### config.mk
export PLATFORM = sky130hd
export DESIGN_NAME = keyframe_catmull_rom_interpolator
export DESIGN_NICKNAME = d
export VERILOG_FILES = /design/src/rtl/kcri_pkg.sv /design/src/rtl/kcri_dp.sv /design/src/rtl/kcri_ctrl.sv /design/src/rtl/keyframe_catmull_rom_interpolator.sv
export SDC_FILE = /design/constraint.sdc
export NUM_CORES = 2
export LEC_CHECK = 0
export BUFFER_PORTS_ARGS = -buffer_cell sky130_fd_sc_hd__buf_2
export CORE_MARGIN = 2
export CORE_UTILIZATION = 59
export DETAILED_ROUTE_END_ITERATION = 7
export PLACE_DENSITY = 0.79
export SYNTH_ARGS = -nofsm -noshare
export SYNTH_HDL_FRONTEND = slang
export SYNTH_SLANG_ARGS = --single-unit
### constraint.sdc
create_clock -name clk -period 8.3 [get_ports clk]
set_input_delay 1.66 -clock clk [delete_from_list [all_inputs] [get_ports clk]]
set_output_delay 1.66 -clock clk [all_outputs]
set_load 0.03 [all_outputs]
### src/rtl/kcri_pkg.sv
// kcri_pkg: shared types, constants and a helper function of the keyframe interpolator
// depends on nothing; used by kcri_ctrl, kcri_dp and the top level
package kcri_pkg;

	localparam int MAX_KEYS_DEF   = 8;
	localparam int VALUE_BITS_DEF = 16;
	localparam int KEY_W          = 16;   // stored field width, signed q3.12
	localparam int CW             = 22;   // spline coefficient / horner accumulator width
	localparam int T_W            = 16;   // t, unsigned q0.16
	localparam int PW             = CW + T_W + 1;

	typedef struct packed {
		logic signed [KEY_W-1:0] pos;
		logic signed [KEY_W-1:0] rx;
		logic signed [KEY_W-1:0] ry;
		logic signed [KEY_W-1:0] yo;
	} key_t;

	// commands from the controller to the datapath
	typedef struct packed {
		logic       wr;          // store the input keyframe
		logic       start;       // latch the query position
		logic       rd;          // read one table entry
		logic       take_clamp;  // result = entry just read, flagged
		logic       set_lo;      // lower segment bound = position just read
		logic       div_init;    // form numerator and denominator of t
		logic       div_step;    // one quotient bit
		logic       acc_en;      // add one tap into the coefficients
		logic [1:0] acc_tap;
		logic       h_load;      // horner accumulator = cubic coefficient
		logic       h_mul;
		logic       h_add;
		logic [1:0] h_stage;     // 0 quadratic, 1 linear, 2 constant term
		logic [1:0] val_sel;     // 0 x radius, 1 y radius, 2 y offset
		logic       publish;     // move result into the output register
	} cmd_t;

	typedef struct packed {
		logic q_le;   // query at or below entry just read
		logic q_ge;   // query at or above entry just read
		logic q_gt;   // query above entry just read
	} sts_t;

	typedef struct packed {
		logic signed [CW-1:0] a;
		logic signed [CW-1:0] b;
		logic signed [CW-1:0] c;
		logic signed [CW-1:0] d;
	} coef_t;

	// contribution of control point p (tap 0..3) to the four spline coefficients
	function automatic coef_t tap_terms(input logic [1:0] tap, input logic signed [KEY_W-1:0] p);
		logic signed [CW-1:0] x;
		coef_t r;
		x = CW'(p);
		r = '0;
		unique case (tap)
			2'd0: begin
				r.b = -x;
				r.c = x <<< 1;
				r.d = -x;
			end
			2'd1: begin
				r.a = x <<< 1;
				r.c = -((x <<< 2) + x);
				r.d = (x <<< 1) + x;
			end
			2'd2: begin
				r.b = x;
				r.c = x <<< 2;
				r.d = -((x <<< 1) + x);
			end
			default: begin
				r.c = -x;
				r.d = x;
			end
		endcase
		return r;
	endfunction

endpackage

### src/rtl/kcri_dp.sv
// kcri_dp: keyframe tables, segment bounds, t divider and horner evaluation
// depends on kcri_pkg; driven by commands from kcri_ctrl
module kcri_dp #(
	parameter int MAX_KEYS   = kcri_pkg::MAX_KEYS_DEF,
	parameter int VALUE_BITS = kcri_pkg::VALUE_BITS_DEF,
	localparam int AW = $clog2(MAX_KEYS)
) (
	input  logic                                  clk,
	input  kcri_pkg::cmd_t                        cmd,
	input  logic [AW-1:0]                         rd_addr,
	output kcri_pkg::sts_t                        sts,
	input  logic [2:0]                            key_index,
	input  logic signed [kcri_pkg::KEY_W-1:0]     key_position,
	input  logic signed [kcri_pkg::KEY_W-1:0]     key_radius_x,
	input  logic signed [kcri_pkg::KEY_W-1:0]     key_radius_y,
	input  logic signed [kcri_pkg::KEY_W-1:0]     key_offset_y,
	input  logic signed [kcri_pkg::KEY_W-1:0]     query_pos,
	output logic signed [kcri_pkg::KEY_W-1:0]     radius_x,
	output logic signed [kcri_pkg::KEY_W-1:0]     radius_y,
	output logic signed [kcri_pkg::KEY_W-1:0]     offset_y,
	output logic                                  clamped
);
	localparam int KW = kcri_pkg::KEY_W;
	localparam int CW = kcri_pkg::CW;
	localparam int TW = kcri_pkg::T_W;
	localparam int PW = kcri_pkg::PW;
	localparam logic signed [33:0] SAT_HI = 34'((64'sd1 <<< (VALUE_BITS - 1)) - 64'sd1);
	localparam logic signed [33:0] SAT_LO = -SAT_HI - 34'sd1;

	kcri_pkg::key_t key_mem [MAX_KEYS];
	kcri_pkg::key_t rd_q;

	logic signed [KW-1:0] q_q;
	logic signed [KW-1:0] pos_lo_q;
	logic [TW-1:0]        rem_q, den_q, quo_q;
	logic                 t_zero_q, t_max_q;
	kcri_pkg::coef_t      coef_q [3];
	logic signed [CW-1:0] acc_q;
	logic signed [PW-1:0] prod_q;
	logic signed [KW-1:0] res_q [3];
	logic                 res_cl_q;

	logic signed [KW:0]   num, den;
	logic [TW:0]          rem2;
	logic                 ge;
	logic [TW-1:0]        t_eff;
	logic signed [CW-1:0] h_coef, h_sum, h_half;
	logic signed [33:0]   h_ext, h_sat;
	logic signed [KW-1:0] tap_p [3];
	kcri_pkg::coef_t      tap_c [3];

	always_ff @(posedge clk) begin
		if (cmd.wr && (32'(key_index) < MAX_KEYS)) begin
			key_mem[AW'(32'(key_index))] <= '{pos: key_position, rx: key_radius_x,
				ry: key_radius_y, yo: key_offset_y};
		end
		if (cmd.rd) begin
			rd_q <= key_mem[rd_addr];
		end
	end

	assign sts.q_le = q_q <= rd_q.pos;
	assign sts.q_ge = q_q >= rd_q.pos;
	assign sts.q_gt = q_q > rd_q.pos;

	// segment numerator from the lower bound, denominator against the upper key just read
	assign num  = {q_q[KW-1], q_q} - {pos_lo_q[KW-1], pos_lo_q};
	assign den  = {rd_q.pos[KW-1], rd_q.pos} - {pos_lo_q[KW-1], pos_lo_q};
	assign rem2 = {rem_q, 1'b0};
	assign ge   = rem2 >= {1'b0, den_q};
	assign t_eff = t_zero_q ? '0 : (t_max_q ? '1 : quo_q);

	assign tap_p[0] = rd_q.rx;
	assign tap_p[1] = rd_q.ry;
	assign tap_p[2] = rd_q.yo;

	always_comb begin
		for (int v = 0; v < 3; v++) begin
			tap_c[v] = kcri_pkg::tap_terms(cmd.acc_tap, tap_p[v]);
		end
		unique case (cmd.h_stage)
			2'd0:    h_coef = coef_q[cmd.val_sel].c;
			2'd1:    h_coef = coef_q[cmd.val_sel].b;
			default: h_coef = coef_q[cmd.val_sel].a;
		endcase
		h_sum  = h_coef + CW'(prod_q >>> TW);
		h_half = h_sum >>> 1;
		h_ext  = 34'(h_half);
		if (h_ext > SAT_HI) begin
			h_sat = SAT_HI;
		end else if (h_ext < SAT_LO) begin
			h_sat = SAT_LO;
		end else begin
			h_sat = h_ext;
		end
	end

	always_ff @(posedge clk) begin
		if (cmd.start) begin
			q_q <= query_pos;
		end
		if (cmd.set_lo) begin
			pos_lo_q <= rd_q.pos;
		end
		if (cmd.div_init) begin
			t_zero_q <= (num <= 0) || (den <= 0);
			t_max_q  <= (num > 0) && (den > 0) && (num >= den);
			rem_q    <= num[TW-1:0];
			den_q    <= den[TW-1:0];
			quo_q    <= '0;
			res_cl_q <= 1'b0;
			for (int v = 0; v < 3; v++) begin
				coef_q[v] <= '0;
			end
		end else if (cmd.div_step) begin
			rem_q <= ge ? TW'(rem2 - {1'b0, den_q}) : rem2[TW-1:0];
			quo_q <= {quo_q[TW-2:0], ge};
		end
		if (cmd.acc_en) begin
			for (int v = 0; v < 3; v++) begin
				coef_q[v].a <= coef_q[v].a + tap_c[v].a;
				coef_q[v].b <= coef_q[v].b + tap_c[v].b;
				coef_q[v].c <= coef_q[v].c + tap_c[v].c;
				coef_q[v].d <= coef_q[v].d + tap_c[v].d;
			end
		end
		if (cmd.h_load) begin
			acc_q <= coef_q[cmd.val_sel].d;
		end else if (cmd.h_add && cmd.h_stage != 2'd2) begin
			acc_q <= h_sum;
		end
		if (cmd.h_mul) begin
			prod_q <= acc_q * $signed({1'b0, t_eff});
		end
		if (cmd.h_add && cmd.h_stage == 2'd2) begin
			res_q[cmd.val_sel] <= h_sat[KW-1:0];
		end
		if (cmd.take_clamp) begin
			res_q[0] <= rd_q.rx;
			res_q[1] <= rd_q.ry;
			res_q[2] <= rd_q.yo;
			res_cl_q <= 1'b1;
		end
		if (cmd.publish) begin
			radius_x <= res_q[0];
			radius_y <= res_q[1];
			offset_y <= res_q[2];
			clamped  <= res_cl_q;
		end
	end

endmodule

### src/rtl/kcri_ctrl.sv
// kcri_ctrl: sequencer for load, range check, segment search, division and horner steps
// depends on kcri_pkg; commands kcri_dp
module kcri_ctrl #(
	parameter int MAX_KEYS = kcri_pkg::MAX_KEYS_DEF,
	localparam int AW = $clog2(MAX_KEYS),
	localparam int NW = $clog2(MAX_KEYS + 1)
) (
	input  logic            clk,
	input  logic            arst_n,
	input  logic [NW-1:0]   n_keys,
	input  logic            in_valid,
	output logic            in_stall,
	input  logic            kind,
	output logic            out_valid,
	input  logic            out_stall,
	output kcri_pkg::cmd_t  cmd,
	output logic [AW-1:0]   rd_addr,
	input  kcri_pkg::sts_t  sts
);
	localparam logic [3:0] S_IDLE = 4'd0;
	localparam logic [3:0] S_RD1  = 4'd1;
	localparam logic [3:0] S_CK1  = 4'd2;
	localparam logic [3:0] S_RDK  = 4'd3;
	localparam logic [3:0] S_CKK  = 4'd4;
	localparam logic [3:0] S_RDS  = 4'd5;
	localparam logic [3:0] S_CKS  = 4'd6;
	localparam logic [3:0] S_DIV  = 4'd7;
	localparam logic [3:0] S_HLD  = 4'd8;
	localparam logic [3:0] S_HMUL = 4'd9;
	localparam logic [3:0] S_HADD = 4'd10;
	localparam logic [3:0] S_OUT  = 4'd11;

	localparam logic KIND_LOAD = 1'b1;

	logic [3:0]    state_q, state_d;
	logic [AW-1:0] seg_q, seg_d;
	logic [3:0]    cnt_q, cnt_d;
	logic [1:0]    val_q, val_d;
	logic [1:0]    stg_q, stg_d;
	logic          out_valid_q, out_valid_d;
	logic          more_seg;

	assign in_stall  = state_q != S_IDLE;
	assign out_valid = out_valid_q;
	assign more_seg  = (NW'(seg_q) < (n_keys - NW'(3))) && sts.q_gt;

	always_comb begin
		state_d     = state_q;
		seg_d       = seg_q;
		cnt_d       = cnt_q;
		val_d       = val_q;
		stg_d       = stg_q;
		out_valid_d = out_valid_q && out_stall;
		cmd         = '0;
		cmd.val_sel = val_q;
		cmd.h_stage = stg_q;
		rd_addr     = '0;
		unique case (state_q)
			S_IDLE: begin
				if (in_valid) begin
					if (kind == KIND_LOAD) begin
						cmd.wr = 1'b1;
					end else begin
						cmd.start = 1'b1;
						state_d   = S_RD1;
					end
				end
			end
			S_RD1: begin
				cmd.rd  = 1'b1;
				rd_addr = AW'(1);
				state_d = S_CK1;
			end
			S_CK1: begin
				cmd.set_lo = 1'b1;
				if (sts.q_le) begin
					cmd.take_clamp = 1'b1;
					state_d        = S_OUT;
				end else begin
					state_d = S_RDK;
				end
			end
			S_RDK: begin
				cmd.rd  = 1'b1;
				rd_addr = AW'(n_keys - NW'(2));
				state_d = S_CKK;
			end
			S_CKK: begin
				if (sts.q_ge) begin
					cmd.take_clamp = 1'b1;
					state_d        = S_OUT;
				end else begin
					seg_d   = AW'(1);
					state_d = S_RDS;
				end
			end
			S_RDS: begin
				cmd.rd  = 1'b1;
				rd_addr = seg_q + AW'(1);
				state_d = S_CKS;
			end
			S_CKS: begin
				if (more_seg) begin
					cmd.set_lo = 1'b1;
					seg_d      = seg_q + AW'(1);
					state_d    = S_RDS;
				end else begin
					cmd.div_init = 1'b1;
					cnt_d        = '0;
					state_d      = S_DIV;
				end
			end
			S_DIV: begin
				// taps are fetched and summed while the divider runs
				cmd.div_step = 1'b1;
				if (cnt_q < 4'd4) begin
					cmd.rd  = 1'b1;
					rd_addr = seg_q - AW'(1) + AW'(cnt_q[1:0]);
				end
				if (cnt_q >= 4'd1 && cnt_q <= 4'd4) begin
					cmd.acc_en  = 1'b1;
					cmd.acc_tap = 2'(cnt_q - 4'd1);
				end
				cnt_d = cnt_q + 4'd1;
				if (cnt_q == 4'd15) begin
					val_d   = '0;
					state_d = S_HLD;
				end
			end
			S_HLD: begin
				cmd.h_load = 1'b1;
				stg_d      = '0;
				state_d    = S_HMUL;
			end
			S_HMUL: begin
				cmd.h_mul = 1'b1;
				state_d   = S_HADD;
			end
			S_HADD: begin
				cmd.h_add = 1'b1;
				if (stg_q == 2'd2) begin
					if (val_q == 2'd2) begin
						state_d = S_OUT;
					end else begin
						val_d   = val_q + 2'd1;
						state_d = S_HLD;
					end
				end else begin
					stg_d   = stg_q + 2'd1;
					state_d = S_HMUL;
				end
			end
			S_OUT: begin
				if (!out_valid_q || !out_stall) begin
					cmd.publish = 1'b1;
					out_valid_d = 1'b1;
					state_d     = S_IDLE;
				end
			end
			default: begin
				state_d = S_IDLE;
			end
		endcase
	end

	always_ff @(posedge clk or negedge arst_n) begin
		if (!arst_n) begin
			state_q     <= S_IDLE;
			out_valid_q <= 1'b0;
			seg_q       <= '0;
			cnt_q       <= '0;
			val_q       <= '0;
			stg_q       <= '0;
		end else begin
			state_q     <= state_d;
			out_valid_q <= out_valid_d;
			seg_q       <= seg_d;
			cnt_q       <= cnt_d;
			val_q       <= val_d;
			stg_q       <= stg_d;
		end
	end

endmodule

### src/rtl/keyframe_catmull_rom_interpolator.sv
// keyframe catmull-rom interpolator: load items are taken back to back; a query result is
// valid soonest if clamped at key 1, later if clamped at key n-2, else later still with each
// extra search step, plus any output stall; the next item is taken once the result is published;
// the t divider and the 9 shared horner multiplies set the query time
// arst_n clears the sequencer, output valid and keys_in_use (to 8); keyframe tables are not
// cleared and hold nothing defined until loaded; depends on kcri_pkg, kcri_ctrl and kcri_dp
module keyframe_catmull_rom_interpolator #(
	parameter int MAX_KEYS   = kcri_pkg::MAX_KEYS_DEF,
	parameter int VALUE_BITS = kcri_pkg::VALUE_BITS_DEF
) (
	input  logic                              clk,
	input  logic                              arst_n,
	// configuration: keys_in_use
	input  logic                              cfg_we,
	input  logic [3:0]                        cfg_wdata,
	// input item channel
	input  logic                              in_valid,
	output logic                              in_stall,
	input  logic                              kind,
	input  logic [2:0]                        key_index,
	input  logic signed [kcri_pkg::KEY_W-1:0] key_position,
	input  logic signed [kcri_pkg::KEY_W-1:0] key_radius_x,
	input  logic signed [kcri_pkg::KEY_W-1:0] key_radius_y,
	input  logic signed [kcri_pkg::KEY_W-1:0] key_offset_y,
	input  logic signed [kcri_pkg::KEY_W-1:0] query_pos,
	// result item channel
	output logic                              out_valid,
	input  logic                              out_stall,
	output logic signed [kcri_pkg::KEY_W-1:0] radius_x,
	output logic signed [kcri_pkg::KEY_W-1:0] radius_y,
	output logic signed [kcri_pkg::KEY_W-1:0] offset_y,
	output logic                              clamped
);
	localparam int AW = $clog2(MAX_KEYS);
	localparam int NW = $clog2(MAX_KEYS + 1);
	localparam logic [3:0] KEYS_RST = 4'd8;
	localparam logic [3:0] KEYS_MIN = 4'd4;

	logic [3:0]     keys_in_use_q;
	logic [NW-1:0]  n_keys;
	kcri_pkg::cmd_t cmd;
	kcri_pkg::sts_t sts;
	logic [AW-1:0]  rd_addr;

	// keys_in_use register, to be written only while the block is idle; the block does not enforce this
	always_ff @(posedge clk or negedge arst_n) begin
		if (!arst_n) begin
			keys_in_use_q <= KEYS_RST;
		end else if (cfg_we) begin
			keys_in_use_q <= cfg_wdata;
		end
	end

	// keys actually used: held between four and the table depth
	always_comb begin
		if (keys_in_use_q < KEYS_MIN) begin
			n_keys = NW'(KEYS_MIN);
		end else if (32'(keys_in_use_q) > MAX_KEYS) begin
			n_keys = NW'(MAX_KEYS);
		end else begin
			n_keys = NW'(keys_in_use_q);
		end
	end

	// sequencer: range check, segment search, divider and horner steps
	kcri_ctrl #(
		.MAX_KEYS (MAX_KEYS)
	) u_ctrl (
		.clk       (clk),
		.arst_n    (arst_n),
		.n_keys    (n_keys),
		.in_valid  (in_valid),
		.in_stall  (in_stall),
		.kind      (kind),
		.out_valid (out_valid),
		.out_stall (out_stall),
		.cmd       (cmd),
		.rd_addr   (rd_addr),
		.sts       (sts)
	);

	// tables, t divider, coefficient build-up, shared multiplier and output register
	kcri_dp #(
		.MAX_KEYS   (MAX_KEYS),
		.VALUE_BITS (VALUE_BITS)
	) u_dp (
		.clk          (clk),
		.cmd          (cmd),
		.rd_addr      (rd_addr),
		.sts          (sts),
		.key_index    (key_index),
		.key_position (key_position),
		.key_radius_x (key_radius_x),
		.key_radius_y (key_radius_y),
		.key_offset_y (key_offset_y),
		.query_pos    (query_pos),
		.radius_x     (radius_x),
		.radius_y     (radius_y),
		.offset_y     (offset_y),
		.clamped      (clamped)
	);

endmodule

==> flow_metrics.env <==
export IMPL_holdPathStages=0
export IMPL_drt_total_wl_um=252000
export IMPL_synth_cells=8417
export IMPL_final_common_cell="nand2_1"
export IMPL_ctsHoldBuffers=0
export IMPL_cp_end_kind="flop"
export IMPL_start_util=0.593
export IMPL_num_rows=136
export IMPL_die_area_mm2=0.141
export IMPL_period_share=0.931
export IMPL_grt_pass1_vias=63507
export IMPL_holdWs_ns=0.404
export IMPL_chipWidth_um=375
export IMPL_clkLatencyLatePin_ns=0.80
export IMPL_async_flop_share=0.0185
export IMPL_fin_nets=9461
export IMPL_slowest_delay_ns=0.69
export IMPL_synth_seq_cells=1081
export IMPL_cts_sinks=1081
export IMPL_antenna_found_initial=31
export IMPL_htree_levels=3
export IMPL_route_detailed_drc=0
export IMPL_drive_gt1_frac=0.0715
export IMPL_vias=66691
export IMPL_clk_path_buf_depth=3
export IMPL_reg2reg_slack_ns=0.57
export IMPL_synth_warnings=0
export IMPL_ctsResizeCount=0
export IMPL_area_delta_synth_final_pct=8.01
export IMPL_first_iter_violations=9151
export IMPL_worst_path_max_fanout=22
export IMPL_grt_max_degree=211
export IMPL_critPathMostFrequentCell="fa_1"
export IMPL_finalSetupTns_ns=0
export IMPL_grt_pass1_wl_um=378000
export IMPL_fillers=10699
export IMPL_cts_tree="done"
export IMPL_min_period_ns=7.73
export IMPL_fin_worst_skew_ns=0.103
export IMPL_io_pins=144
export IMPL_synth_seq_area_share=0.396
export IMPL_first_pass_iters=7
export IMPL_hold_viol=0
export IMPL_cp_arrival_ns=8.27
export IMPL_clk_pin_slew_ns=0.06
export IMPL_mostFrequentLayoutCells="nand2_1 (1189), edfxtp_1 (1044), inv_1 (676), ha_1 (589), nor2_1 (581)"
export IMPL_critical_path_slowest_cell="edfxtp_1"
export IMPL_wl_per_cell_um=24.4
export IMPL_reg2reg_from="u_dp.t_max_q$_DFFE_PP_"
export IMPL_r2r_end="u_dp.prod_q[36]$_DFFE_PP_"
export IMPL_max_slew_margin=0.0806
export IMPL_rsz0062_at_grt="no"
export IMPL_ys_flop_type="edfxtp_1"
export IMPL_max_cap_violations=0
export IMPL_hold_path_startpoint="u_dp.res_q[2][14]$_DFFE_PP_"
export IMPL_syn_num_nets=9466
export IMPL_cts_setup_buffers=0
export IMPL_ff2ff_path_depth=25
export IMPL_critPathLaunchType="flop"
export IMPL_status="finished, final reports clean"
export IMPL_synth_area_mm2=0.0814
export IMPL_worst_pin_slew_ns=1.37
export IMPL_setup_viol=0
export IMPL_cts_root_buf="clkbuf_16"
export IMPL_max_freq_ghz=0.129
export IMPL_core_area_mm2=0.137
export IMPL_setup_worst_path_class="flop to flop"
export IMPL_hold_path_class="flop to flop"
export IMPL_synth_edff_count=1044
export IMPL_syn_avg_cell_area_um2=9.67
export IMPL_gp_congestion=1.03
export IMPL_antenna_left=0
export IMPL_holdPathEnd="offset_y[14]$_DFFE_PP_"
export IMPL_viasPerCell=6.46
export IMPL_die_y_um=375
export IMPL_drv_slew=0
export IMPL_numCtsBuffers=115
export IMPL_synth_cell_types=101
export IMPL_io_buffers=143
export IMPL_grt_overflow=0
export IMPL_dp_hpwl_um=181000
export IMPL_critical_path_required_ns=8.84
export IMPL_grt_util_all_layers=0.351
==> worst max-delay path by stage <==
| stage | endpoint | depth (start not counted) | start | slack, ns |
|---|---|---|---|---|
| 4_1_cts | u_dp.prod_q[36]$_DFFE_PP_ | 25 | u_dp.t_max_q$_DFFE_PP_ | 0.65 |
| 3_5_place_dp | u_dp.prod_q[36]$_DFFE_PP_ | 25 | u_dp.t_max_q$_DFFE_PP_ | 0.67 |
| 5_1_grt | u_dp.prod_q[37]$_DFFE_PP_ | 25 | u_dp.t_max_q$_DFFE_PP_ | 0.09 |
| 2_1_floorplan | u_dp.key_mem[0][0]$_DFFE_PP_ | 2 | key_index[0] | 1.45 |
| 3_3_place_gp | u_dp.prod_q[36]$_DFFE_PP_ | 25 | u_dp.t_max_q$_DFFE_PP_ | 0.75 |
| 6_report | u_dp.prod_q[36]$_DFFE_PP_ | 25 | u_dp.t_max_q$_DFFE_PP_ | 0.57 |
==> registers in the layout, summed over array words and instances (netlist names), 22 cells and up <==
| name | count |
|---|---|
| u_dp.res_q | 48 |
| u_dp.acc_q | 22 |
| u_dp.key_mem | 512 |
| u_dp.rd_q | 64 |
| u_dp.coef_q | 261 |
| u_dp.prod_q | 22 |
==> metrics by stage <==
stage	util	std cells	setup WS [ns]	instance area (um^2)
after detailed placement	0.613	10089	0.668	84000
after global routing	0.641	10313	0.0865	87900
after global placement	0.613	10089	0.746	84000
after CTS	0.640	10302	0.650	87800
after floorplan	-	8417	1.45	81400
final	0.641	10325	0.570	87900
==> kinds of logic (layout without fill, tap and decap cells) <==
group / count (synthesis) / in the layout / synth area share
AND/OR/NAND/NOR: 3033 / 3033 / 0.172
AO/OA/AOI/OAI: 1720 / 1720 / 0.139
flip-flops: 1081 / 1081 / 0.396
buffers and inverters: 1067 / 1158 / 0.0495
adder cells (fa/ha/maj): 956 / 956 / 0.181
XOR/XNOR: 423 / 423 / 0.0457
multiplexers: 137 / 137 / 0.0177
other: 0 / 23 / 0
==> synth_stat cells (45+ instances only) <==
| library cell | number | area, um^2 |
|---|---|---|
| nor2b_1 | 76 | 475 |
| ha_1 | 592 | 7410 |
| o21ai_0 | 412 | 2060 |
| or3_1 | 69 | 432 |
| a21oi_1 | 398 | 1990 |
| a31oi_1 | 79 | 494 |
| nand2_1 | 1194 | 4480 |
| nand2b_1 | 47 | 294 |
| nor3_1 | 143 | 716 |
| a211oi_1 | 74 | 556 |
| nor2_1 | 593 | 2230 |
| edfxtp_1 | 1044 | 31400 |
| a22oi_1 | 45 | 338 |
| clkbuf_1 | 330 | 1240 |
| a21o_1 | 149 | 1120 |
| inv_1 | 676 | 2540 |
| a221o_1 | 49 | 490 |
| mux2_2 | 54 | 608 |
| o21a_1 | 73 | 548 |
| xnor2_1 | 258 | 2260 |
| and3_1 | 73 | 457 |
| mux2i_1 | 83 | 831 |
| and2_1 | 193 | 1210 |
| xor2_1 | 164 | 1440 |
| fa_1 | 364 | 7290 |
| nand3_1 | 449 | 2250 |
==> area by class of cell <==
type                            instances  area (um^2)  area share
Inverter                              680         2550      0.0290
Antenna cell                           23         57.6    0.000655
Timing Repair Buffer                  265         1680      0.0191
Clock buffer                          139         3010      0.0343
Tap cell                             1794         2240      0.0255
Clock inverter                         74          776     0.00883
Sequential cell                      1081        32200       0.366
Multi-Input combinational cell       6269        45400       0.516
==> routing by layer <==
layer / global-route usage / up-vias / wire [um] / share of wire
met5: 0 / - / 77 / 0.00031
met4: 0.209 / 12 / 17100 / 0.068
met3: 0.0683 / 744 / 27800 / 0.11
met2: 0.520 / 3823 / 109000 / 0.43
met1: 0.480 / 32244 / 98100 / 0.39
li1: - / 29868 / - / -
==> worst max-delay path, delay by kind of cell (launching register included) <==
family                     cells  cell delay [ns]
adders and majority gates      7             3.38
AOI/OAI and AO/OA              7             1.99
DFF                            1             0.69
and+or+nand+nor                5             0.62
buffers and inverters          5             0.62
xor gates and xnor gates       1             0.16
Power is left out: the tool's default activity adds up to more than one toggle a clock period on the data nets, which glitch-free logic cannot reach.
